===== src/rtl/core/rrfp_pkg.sv =====
// Shared types and constants for the request/response frame parser.
// No dependencies; imported by every module of the block.
package rrfp_pkg;

	localparam int unsigned CfgIdxW = 2;
	localparam int unsigned CfgDataW = 17;

	// configuration register indexes
	localparam logic [CfgIdxW-1:0] REG_FRAME_KIND = 2'd0;
	localparam logic [CfgIdxW-1:0] REG_PATH_LIMIT = 2'd1;
	localparam logic [CfgIdxW-1:0] REG_PARAMS_LIMIT = 2'd2;

	// byte classes
	localparam logic [3:0] CLS_FRAME_LEN = 4'd0;
	localparam logic [3:0] CLS_TYPE = 4'd1;
	localparam logic [3:0] CLS_PATH_LEN = 4'd2;
	localparam logic [3:0] CLS_PATH = 4'd3;
	localparam logic [3:0] CLS_PARAMS_LEN = 4'd4;
	localparam logic [3:0] CLS_PARAMS = 4'd5;
	localparam logic [3:0] CLS_PAYLOAD_LEN = 4'd6;
	localparam logic [3:0] CLS_PAYLOAD = 4'd7;
	localparam logic [3:0] CLS_TRAILING = 4'd8;
	localparam logic [3:0] CLS_DISCARDED = 4'd9;

	// verdict codes
	localparam logic [1:0] VERDICT_OPEN = 2'd0;
	localparam logic [1:0] VERDICT_ACCEPT = 2'd1;
	localparam logic [1:0] VERDICT_REJECT = 2'd2;

	typedef enum logic [9:0] {
		PH_FRAME_LEN   = 10'b00_0000_0001,
		PH_TYPE        = 10'b00_0000_0010,
		PH_PATH_LEN    = 10'b00_0000_0100,
		PH_PATH        = 10'b00_0000_1000,
		PH_PARAMS_LEN  = 10'b00_0001_0000,
		PH_PARAMS      = 10'b00_0010_0000,
		PH_PAYLOAD_LEN = 10'b00_0100_0000,
		PH_PAYLOAD     = 10'b00_1000_0000,
		PH_TRAILING    = 10'b01_0000_0000,
		PH_DISCARDED   = 10'b10_0000_0000
	} phase_t;

	typedef struct packed {
		logic        frame_kind;
		logic [16:0] path_limit;
		logic [16:0] params_limit;
	} cfg_t;

	typedef struct packed {
		logic [3:0]  byte_class;
		logic [7:0]  field_byte;
		logic [31:0] field_position;
		logic [1:0]  verdict;
		logic [31:0] consumed_bytes;
	} result_t;

	function automatic logic [3:0] phase_class(input phase_t ph);
		logic [3:0] cls;
		unique case (ph)
			PH_FRAME_LEN:   cls = CLS_FRAME_LEN;
			PH_TYPE:        cls = CLS_TYPE;
			PH_PATH_LEN:    cls = CLS_PATH_LEN;
			PH_PATH:        cls = CLS_PATH;
			PH_PARAMS_LEN:  cls = CLS_PARAMS_LEN;
			PH_PARAMS:      cls = CLS_PARAMS;
			PH_PAYLOAD_LEN: cls = CLS_PAYLOAD_LEN;
			PH_PAYLOAD:     cls = CLS_PAYLOAD;
			PH_TRAILING:    cls = CLS_TRAILING;
			default:        cls = CLS_DISCARDED;
		endcase
		return cls;
	endfunction

endpackage


===== src/rtl/core/rrfp_cfg_regs.sv =====
// Configuration registers of the frame parser: layout kind and string limits.
// Depends on rrfp_pkg.
module rrfp_cfg_regs import rrfp_pkg::*; (
	input  logic                clk,
	input  logic                arst_n,
	input  logic                cfg_wr_en,
	input  logic [CfgIdxW-1:0]  cfg_index,
	input  logic [CfgDataW-1:0] cfg_wdata,
	output cfg_t                cfg
);

	cfg_t cfg_q;

	always_ff @(posedge clk or negedge arst_n) begin
		if (!arst_n) begin
			cfg_q.frame_kind   <= 1'b0;
			cfg_q.path_limit   <= 17'd256;
			cfg_q.params_limit <= 17'd256;
		end else if (cfg_wr_en) begin
			unique case (cfg_index)
				REG_FRAME_KIND:   cfg_q.frame_kind <= cfg_wdata[0];
				REG_PATH_LIMIT:   cfg_q.path_limit <= cfg_wdata;
				REG_PARAMS_LIMIT: cfg_q.params_limit <= cfg_wdata;
				default: ;
			endcase
		end
	end

	assign cfg = cfg_q;

endmodule


===== src/rtl/core/rrfp_parse_core.sv =====
// Parse state and per-byte next-state logic: classifies one byte, tracks
// field counters and judges the buffer on its last byte. Depends on rrfp_pkg.
module rrfp_parse_core import rrfp_pkg::*; (
	input  logic       clk,
	input  logic       arst_n,
	input  logic       advance,
	input  logic [7:0] data_byte,
	input  logic       end_of_buffer,
	input  cfg_t       cfg,
	output result_t    result
);

	localparam logic [31:0] U32_MAX = 32'hFFFF_FFFF;

	phase_t      phase_q, ph0, ph_n;
	logic [31:0] cnt_q, cnt0, cnt_n, cnt_inc;
	logic [31:0] flen_q, flen_n;
	logic [31:0] dfl_q, dfl_n;
	logic [31:0] br_q, br_n;
	logic [31:0] pl_q, pl_n;
	logic        rej_q, rej0, rej_n;
	logic [31:0] len16, len32;
	logic [16:0] lim;
	logic        str_done;
	logic        ok;
	logic [3:0]  cls;

	always_comb begin
		// byte counter saturates; overflowing byte rejects the buffer
		ph0  = phase_q;
		cnt0 = cnt_q;
		rej0 = rej_q;
		br_n = br_q;
		if (br_q == U32_MAX) begin
			if (!rej_q) begin
				rej0 = 1'b1;
				ph0  = PH_DISCARDED;
				cnt0 = '0;
			end
		end else begin
			br_n = br_q + 32'd1;
		end

		cls     = phase_class(ph0);
		cnt_inc = (cnt0 == U32_MAX) ? cnt0 : cnt0 + 32'd1;
		len16   = (cnt0 == '0) ? {24'd0, data_byte} : {flen_q[23:0], data_byte};
		len32   = len16;
		lim     = (ph0 == PH_PATH_LEN) ? cfg.path_limit : cfg.params_limit;
		str_done = ({1'b0, cnt0} + 33'd1) >= {1'b0, flen_q};

		ph_n   = ph0;
		cnt_n  = cnt0;
		flen_n = flen_q;
		dfl_n  = dfl_q;
		pl_n   = pl_q;
		rej_n  = rej0;

		unique case (ph0)
			PH_FRAME_LEN: begin
				dfl_n = (cnt0 == '0) ? {24'd0, data_byte} : {dfl_q[23:0], data_byte};
				if (cnt0 >= 32'd3) begin
					ph_n  = PH_TYPE;
					cnt_n = '0;
				end else begin
					cnt_n = cnt_inc;
				end
			end
			PH_TYPE: begin
				ph_n  = cfg.frame_kind ? PH_PARAMS_LEN : PH_PATH_LEN;
				cnt_n = '0;
			end
			PH_PATH_LEN, PH_PARAMS_LEN: begin
				flen_n = len16;
				if (cnt0 >= 32'd1) begin
					cnt_n = '0;
					if (len16 >= {15'd0, lim}) begin
						rej_n = 1'b1;
						ph_n  = PH_DISCARDED;
					end else if (len16 != '0) begin
						ph_n = (ph0 == PH_PATH_LEN) ? PH_PATH : PH_PARAMS;
					end else begin
						ph_n = (ph0 == PH_PATH_LEN) ? PH_PARAMS_LEN : PH_PAYLOAD_LEN;
					end
				end else begin
					cnt_n = cnt_inc;
				end
			end
			PH_PATH, PH_PARAMS: begin
				if (str_done) begin
					ph_n  = (ph0 == PH_PATH) ? PH_PARAMS_LEN : PH_PAYLOAD_LEN;
					cnt_n = '0;
				end else begin
					cnt_n = cnt_inc;
				end
			end
			PH_PAYLOAD_LEN: begin
				flen_n = len32;
				if (cnt0 >= 32'd3) begin
					cnt_n = '0;
					if (len32 != '0) begin
						ph_n = PH_PAYLOAD;
					end else begin
						ph_n = PH_TRAILING;
						pl_n = br_n;
					end
				end else begin
					cnt_n = cnt_inc;
				end
			end
			PH_PAYLOAD: begin
				if (str_done) begin
					ph_n  = PH_TRAILING;
					cnt_n = '0;
					pl_n  = br_n;
				end else begin
					cnt_n = cnt_inc;
				end
			end
			PH_TRAILING:  cnt_n = cnt_inc;
			PH_DISCARDED: cnt_n = cnt_inc;
			default:      cnt_n = cnt_inc;
		endcase

		// frame length must fit in the buffer minus the length word
		ok = !rej_n && (ph_n == PH_TRAILING) &&
		     (({1'b0, dfl_n} + 33'd4) <= {1'b0, br_n});

		result.byte_class     = cls;
		result.field_byte     = data_byte;
		result.field_position = cnt0;
		result.verdict        = VERDICT_OPEN;
		result.consumed_bytes = '0;
		if (end_of_buffer) begin
			result.verdict        = ok ? VERDICT_ACCEPT : VERDICT_REJECT;
			result.consumed_bytes = ok ? pl_n : 32'd0;
		end
	end

	always_ff @(posedge clk or negedge arst_n) begin
		if (!arst_n) begin
			phase_q <= PH_FRAME_LEN;
			cnt_q   <= '0;
			flen_q  <= '0;
			dfl_q   <= '0;
			br_q    <= '0;
			pl_q    <= '0;
			rej_q   <= 1'b0;
		end else if (advance) begin
			if (end_of_buffer) begin
				phase_q <= PH_FRAME_LEN;
				cnt_q   <= '0;
				flen_q  <= '0;
				dfl_q   <= '0;
				br_q    <= '0;
				pl_q    <= '0;
				rej_q   <= 1'b0;
			end else begin
				phase_q <= ph_n;
				cnt_q   <= cnt_n;
				flen_q  <= flen_n;
				dfl_q   <= dfl_n;
				br_q    <= br_n;
				pl_q    <= pl_n;
				rej_q   <= rej_n;
			end
		end
	end

endmodule


===== src/rtl/core/request_response_frame_parser.sv =====
// Top level of the request/response frame parser: input register, parse core,
// result register. Depends on rrfp_pkg, rrfp_cfg_regs and rrfp_parse_core.
//
// Takes one buffer byte per request and returns one tagged result per byte, at
// a sustained rate of one byte per clock cycle unless out_ready stalls the
// output side. Each byte goes through an input register and a result register,
// and a stalled output side holds both; the per-byte field counter update is
// the loop that sets this rate. The verdict and the consumed count ride on the
// result of the end-of-buffer byte, after which parse state starts afresh.
// Configuration writes are taken at any time but are meant for an idle block.
module request_response_frame_parser import rrfp_pkg::*; (
	input  logic                clk,
	input  logic                arst_n,
	input  logic                cfg_wr_en,
	input  logic [CfgIdxW-1:0]  cfg_index,
	input  logic [CfgDataW-1:0] cfg_wdata,
	input  logic                in_valid,
	output logic                in_ready,
	input  logic [7:0]          data_byte,
	input  logic                end_of_buffer,
	output logic                out_valid,
	input  logic                out_ready,
	output logic [3:0]          byte_class,
	output logic [7:0]          field_byte,
	output logic [31:0]         field_position,
	output logic [1:0]          verdict,
	output logic [31:0]         consumed_bytes
);

	cfg_t    cfg;
	result_t core_res;
	result_t res_s2;
	logic    valid_s1, valid_s2;
	logic [7:0] data_s1;
	logic    end_s1;
	logic    s2_free, adv_s1;

	assign s2_free  = !valid_s2 || out_ready;
	assign adv_s1   = valid_s1 && s2_free;
	assign in_ready = !valid_s1 || s2_free;

	rrfp_cfg_regs u_cfg (
		.clk       (clk),
		.arst_n    (arst_n),
		.cfg_wr_en (cfg_wr_en),
		.cfg_index (cfg_index),
		.cfg_wdata (cfg_wdata),
		.cfg       (cfg)
	);

	always_ff @(posedge clk or negedge arst_n) begin
		if (!arst_n) begin
			valid_s1 <= 1'b0;
		end else if (in_ready) begin
			valid_s1 <= in_valid;
		end
	end

	always_ff @(posedge clk) begin
		if (in_ready && in_valid) begin
			data_s1 <= data_byte;
			end_s1  <= end_of_buffer;
		end
	end

	rrfp_parse_core u_core (
		.clk           (clk),
		.arst_n        (arst_n),
		.advance       (adv_s1),
		.data_byte     (data_s1),
		.end_of_buffer (end_s1),
		.cfg           (cfg),
		.result        (core_res)
	);

	always_ff @(posedge clk or negedge arst_n) begin
		if (!arst_n) begin
			valid_s2 <= 1'b0;
		end else if (s2_free) begin
			valid_s2 <= valid_s1;
		end
	end

	always_ff @(posedge clk) begin
		if (adv_s1) begin
			res_s2 <= core_res;
		end
	end

	assign out_valid      = valid_s2;
	assign byte_class     = res_s2.byte_class;
	assign field_byte     = res_s2.field_byte;
	assign field_position = res_s2.field_position;
	assign verdict        = res_s2.verdict;
	assign consumed_bytes = res_s2.consumed_bytes;

`ifndef SYNTHESIS
	// an accepted buffer ends on the payload tail, the payload length or trailing
	a_accept_class: assert property (@(posedge clk) disable iff (!arst_n)
		(out_valid && verdict == VERDICT_ACCEPT) |->
		(byte_class == CLS_TRAILING || byte_class == CLS_PAYLOAD ||
		 byte_class == CLS_PAYLOAD_LEN))
		else $error("accepted verdict on unexpected byte class");

	a_accept_count: assert property (@(posedge clk) disable iff (!arst_n)
		(out_valid && verdict == VERDICT_ACCEPT) |-> (consumed_bytes != 32'd0))
		else $error("accepted verdict with zero consumed count");

	a_reject_count: assert property (@(posedge clk) disable iff (!arst_n)
		(out_valid && verdict != VERDICT_ACCEPT) |-> (consumed_bytes == 32'd0))
		else $error("consumed count without accepted verdict");

	a_discard_verdict: assert property (@(posedge clk) disable iff (!arst_n)
		(out_valid && byte_class == CLS_DISCARDED) |-> (verdict != VERDICT_ACCEPT))
		else $error("discarded byte carried an accepted verdict");
`endif

endmodule

===== config.mk =====
export PLATFORM = sky130hd
export DESIGN_NAME = request_response_frame_parser
export DESIGN_NICKNAME = d
export VERILOG_FILES = /design/src/rtl/core/rrfp_pkg.sv /design/src/rtl/core/rrfp_cfg_regs.sv /design/src/rtl/core/rrfp_parse_core.sv /design/src/rtl/core/request_response_frame_parser.sv
export SDC_FILE = /design/constraint.sdc
export NUM_CORES = 1
export LEC_CHECK = 0
export ABC_AREA = 1
export BUFFER_PORTS_ARGS = -buffer_cell sky130_fd_sc_hd__buf_2
export CORE_MARGIN = 3
export CORE_UTILIZATION = 56
export DETAILED_ROUTE_END_ITERATION = 10
export GPL_TIMING_DRIVEN = 0
export PLACE_DENSITY = 0.77
export REMOVE_ABC_BUFFERS = 1
export SLEW_MARGIN = 20
export SYNTH_ARGS = -nofsm -noshare
export SYNTH_HDL_FRONTEND = slang
export SYNTH_SLANG_ARGS = --single-unit

===== constraint.sdc =====
create_clock -name clk -period 5.62 [get_ports clk]
set_clock_uncertainty 0.1 [all_clocks]
set_input_delay 1.124 -clock clk [delete_from_list [all_inputs] [get_ports clk]]
set_output_delay 1.124 -clock clk [all_outputs]
set_load 0.01 [all_outputs]

Yosys cells after proc, flatten, opt, wreduce, memory -nomap -nowiden

Cells that the tools add are included.

Logic and storage cells: 110
Register bits after elaboration: 295

Add/sub/neg operators: 4
Order comparisons: 5
Reductions and logical operators: 23
Equal/unequal tests: 14
Mux-type cells: 45

Operator list:

| cell                                                 | number |
|---|---|
| 2-to-1 mux 32 bit                                    | 19 |
| case mux 32 bit (4 select lines)                     | 1 |
| 2-to-1 mux 10 bit                                    | 10 |
| adder 32 x 1 -> 32 bit, second input constant        | 2 |
| equality test 32 bit, second input constant          | 2 |
| case mux 32 bit (2 select lines)                     | 1 |
| case mux 10 bit (6 select lines)                     | 1 |
| case mux 4 bit (9 select lines)                      | 1 |
| adder 32 x 1 -> 33 bit, second input constant        | 1 |
| adder 32 x 3 -> 33 bit, second input constant        | 1 |
| >= comparator 33 x 32 -> 1 bit                       | 1 |
| less-or-equal comparator 33 x 32 -> 1 bit            | 1 |
| >= comparator 32 x 1 -> 1 bit, second input constant | 1 |
| >= comparator 32 x 17 -> 1 bit                       | 1 |
| >= comparator 32 x 2 -> 1 bit, second input constant | 1 |
| logical NOT 32 bit                                   | 1 |
| nonzero test 32 bit                                  | 1 |
| equality test 10 x 9 -> 1 bit, second input constant | 2 |
| 2-to-1 mux 17 bit                                    | 1 |
| 2-to-1 mux 7 bit                                     | 2 |
| equality test 10 x 1 -> 1 bit, second input constant | 1 |
| equality test 10 x 2 -> 1 bit, second input constant | 1 |
| equality test 10 x 3 -> 1 bit, second input constant | 1 |
| equality test 10 x 4 -> 1 bit, second input constant | 1 |
| 19 further kinds                                     | 36 |

Depth between registers and ports, before layout

Word-level depth: 13
Mapped depth: 47

By module

A second synthesis with hierarchy kept.

Cells, all modules: 2,219
Area total of the unflattened synthesis: 18,464.0 sq um

By module, submodules not included:

| module                        | area an instance (sq um) | cells an instance | instances |
|---|---|---|---|
| rrfp_parse_core               | 14,262.4                 | 1,962             | 1 |
| request_response_frame_parser | 2,707.6                  | 99                | 1 |
| rrfp_cfg_regs                 | 1,493.9                  | 158               | 1 |

Worst setup path before layout

OpenSTA, ideal clock, no wires.

Path type: register to register
Start: register u_core.br_q[0]
End: register res_s2 (netlist bit consumed_bytes[12]), data pin
Arrival: 5,291 ps
Cell stages (with the launch flop): 38
Slack: 95 ps
Period minus slack after synthesis: 5,525 ps
Data required time: 5,386 ps
Cells stage by stage: dfrtp_1 -> ha_1 -> inv_1 -> nor2_4 -> nand2_2 -> nor2_4 -> nand3_2 -> buf_6 -> inv_2 -> clkbuf_1 -> buf_1 -> nor2_1 -> ha_1 -> inv_1 -> nor4_1 -> nand3_1 -> nor2_1 -> nand4_1 -> (+2 left out) -> ha_1 -> a21oi_1 -> o21ai_0 -> a221oi_1 -> nand2_1 -> a21oi_1 -> nand2_1 -> buf_4 -> inv_2 -> nand2_1 -> nand3_1 -> o21ai_0 -> nor2_1 -> nand3_2 -> nor2_4 -> nand3_4 -> buf_6 -> nor2_4

RTL lines:

| what                   | line                                | source |
|---|---|---|
| start, declared        | rrfp_parse_core.sv:19               | `logic [31:0] br_q, br_n;` |
| start signal, assigned | rrfp_parse_core.sv:162              | `br_q <= br_n;` |
| end signal, assigned   | request_response_frame_parser.sv:86 | `res_s2 <= core_res;` |
| end, declared          | request_response_frame_parser.sv:32 | `result_t res_s2;` |

Worst setup path after layout

Start: register u_core.br_q[0]
End: register res_s2 (netlist bit consumed_bytes[28]), data pin

Word-level cells in the longest chain between the ends: 13

Ends and longest elaborated chain:

| what |
|---|
| parallel branches: the longest is 13 deep, another holds adder 32 x 1 -> 33 bit |

Parallel ways; which one is timed is not known.
A chain may end at the register's enable or synchronous reset.

==> impl_results.md <==
- Fin area: 22400 um^2
- Core area: 31800 um^2
- Unrepaired setup endpoints after global routing: yes
- Layout overhead on the synthesized area: 23.2%
- Clock sink total: 295
- FILL cells: 2309
- Site Rows: 65
- Tot GR Track Use: 31.3%
- Ys flop type: dfrtp_1
- Slowest library cell on the worst path: nand4_1
- DRT Pass-1 Iters: 6
- CTS Buf Count: 35
- Die area: 34700 um^2
- Synth area leaders: dfrtp_1 28%, edfxtp_1 14%, nand2_1 10%
- Max-Cap Viols: 0
- Slew headroom: 30.2%
- Most frequent CP cell: nand2_1
- Non-filler cells in the finished layout: 2920
- Post-synth top cells: 488 x nand2_1, 311 x inv_1, 205 x dfrtp_1, 190 x nor2_1, 155 x o21ai_0
- Pwr Total: 8.14 mW
- Top routing layer in use: met4
- Most frequent cell after synthesis: nand2_1
- Met3 Wirelength: 5840 um
- Met2 wire length: 26600 um
- Grt total ovfl: 0
- Final setup violation count: 34
- Post-route ant nets: 0
- Final nets: 2577
- Chip height: 186 um
- FFs w/ async S/R, synth: 70.5%
- Worst setup margin: -436 ps
- Die width: 186 um
- First-pass GRT wire length: 86600 um
- Yosys top cell area share: 28.2%
- Port Buf Inserts: 112
- Post-Syn Area per Cell: 8.03 um^2
- Max H-tree Level: 2
- Post-synth EDFFs: 87
- Crit. End Element: flip-flop
- Multi-input logic area: 9780 um^2
- Hold slack: 384 ps
- Status: complete, but fails checks
- Pwr per Cell Area: 363 nW/um^2
- CP Class: flip-flop to flip-flop
- Mapped Cells: 2264
- Final WL: 57200 um
- Req. time, crit path: 5910 ps
- Yosys reg bits: 295
- Max rail drop VDD: 327 uV
- TritonCTS clock tree: built
- Clock Path Buffers: 3
- Vias in the first global route: 16577
- Maximum clock frequency: 165 MHz
- CP Launch Type: flip-flop
- Synth warn: 0
- Via/cell ratio: 6.01
- I/O pins: 113
- Worst-margin pin slew: 1040 ps
- 1st-iter DRT viols: 1966
- Root Driver: clkbuf_16
- Post-Syn Area: 18200 um^2
- Util after Layout: 70.5%
- # diodes: 0
- Initial Utilization: 57.2%
- Synth area leader: dfrtp_1
- Initial antenna violation count: 0
- Via count: 17558
- Unique masters post-synth: 52
- DP HPWL: 34800 um
- DR WL/cell: 19.6 um
- Fin crit share: 108%
- CP max FO: 10
- Clk_lat worst skew: 530 ps
- Clk pin slew, worst setup/hold paths: 60 ps
- Reg area: 7830 um^2
- Register area share after synthesis: 43.0%
- Met1 wire length: 22100 um
- DP Cell Count: 2727
- Worst Path Arrival: 6350 ps
- Residual DRC: 0
- Hold Fails Final Rpt: 0
- Largest net degree at the start of global routing: 94
- Min-Delay Path Class: flip-flop to flip-flop
- Crit path time final: 6060 ps
- Final RePlAce weighted congestion: 0.921
- Layout cell share with drive strength beyond 1: 22.5%
- # hold bufs at CTS: 0
- Slew Limit Fails: 0
- Standby leakage power: 10.3 nW
- Failing checks: setup timing
- Slowest stage delay, CP: 380 ps
- Dpl cell area: 19100 um^2
timing repair:
action / CTS / global route
gates cloned: 10 / 7
endpoints found under the setup margin: 106 / 90
gates resized for setup: 84 / 146
pin swaps: 45 / 77
buffers inserted: 67 / 46
worst max-delay path: cells and delay by family (launching register included):
kind / cells / cell delay, ps
buf+inv: 9 / 1200
xor+xnor: 1 / 160
fa+ha+maj: 2 / 490
compound gates: 2 / 340
simple gates: 28 / 3260
flops: 1 / 360
state kept, by name (all words and copies together), names as in the netlist:
register and flops:
byte_class 4, u_core.cnt_q 32, end_s1 1, u_core.pl_q 32, u_core.dfl_q 32, u_core.rej_q 1, valid_s1 1, u_core.phase_q 10
u_core.flen_q 32, data_s1 8, field_byte 8, verdict 2, u_cfg.cfg 35, u_core.br_q 32, consumed_bytes 32, field_position 32
out_valid 1
through the flow:
| stage | setup WS, ps | setup TNS, ps |
|---|---|---|
| 6_report | -436 | -12800 |
| 5_1_grt | -616 | -18820 |
| 4_1_cts | 0.230 | 0 |
| 3_5_place_dp | -2780 | -202090 |
| 3_3_place_gp | -3650 | -945890 |
| 2_1_floorplan | -1160 | -59510 |
area by class of cell:
| type | instances | area share, % |
|---|---|---|
| inverter | 319 | 5.50 |
| tap | 435 | 2.43 |
| sequential | 295 | 34.9 |
| timing repair buffer | 237 | 7.96 |
| multi-input combinational | 1568 | 43.6 |
| clock inverter | 19 | 1.21 |
| timing repair inverter | 3 | 0.0949 |
| clock buffer | 44 | 4.24 |
per-layer routing:
| layer | GRT usage (%) | up-vias |
|---|---|---|
| li1 | - | 7971 |
| met1 | 41.9 | 8379 |
| met2 | 50.4 | 1004 |
| met3 | 5.58 | 204 |
| met4 | 13.4 | 0 |
| met5 | 0 | - |
kinds of logic after synthesis:
logic type      synth area share, %
simple gates                   24.3
xor+xnor                       3.90
buf+inv                        8.96
compound gates                 13.1
mux                           0.881
fa+ha+maj                      5.85
flops                          43.0
report_power, final:
part	switching, mW	internal (mW)	leakage [nW]	total [mW]
Sequential	0.103	2.42	3.69	2.52
Clock	0.946	1.49	0.592	2.43
Combinational	2.11	1.07	6.03	3.19
Total	3.16	4.98	10.3	8.14
path summary, 6_finish.rpt:
check,start,endpoint,slack [ps],cells past startpoint
setup / recovery,u_core.br_q[0]$_DFFE_PN0P_,consumed_bytes[28]$_SDFFCE_PN0P_,-440,42
hold / removal,u_cfg.cfg[26]$_DFFE_PN0P_,u_cfg.cfg[26]$_DFFE_PN0P_,380,2
setup reg to reg,u_core.br_q[0]$_DFFE_PN0P_,consumed_bytes[28]$_SDFFCE_PN0P_,-440,42
hold reg to reg,u_cfg.cfg[26]$_DFFE_PN0P_,u_cfg.cfg[26]$_DFFE_PN0P_,380,2
max in group asynchronous,arst_n,u_core.phase_q[0]$_DFFE_PN1P_,4120,2
min in group asynchronous,arst_n,u_core.cnt_q[7]$_DFFE_PN0P_,460,1
cell usage in the layout, fill, tap and decap left out, types with 60 or more instances in the layout:
master / instances
dfrtp_1: 202
edfxtp_1: 87
o22ai_1: 77
nor2_1: 138
nand2_1: 449
o21ai_0: 150
buf_4: 100
nand3_1: 135
xor2_1: 70
ha_1: 74
a21oi_1: 60
nor2_4: 62
buf_2: 111
inv_1: 296
No activity file was read; power rests on OpenSTA's default activity.
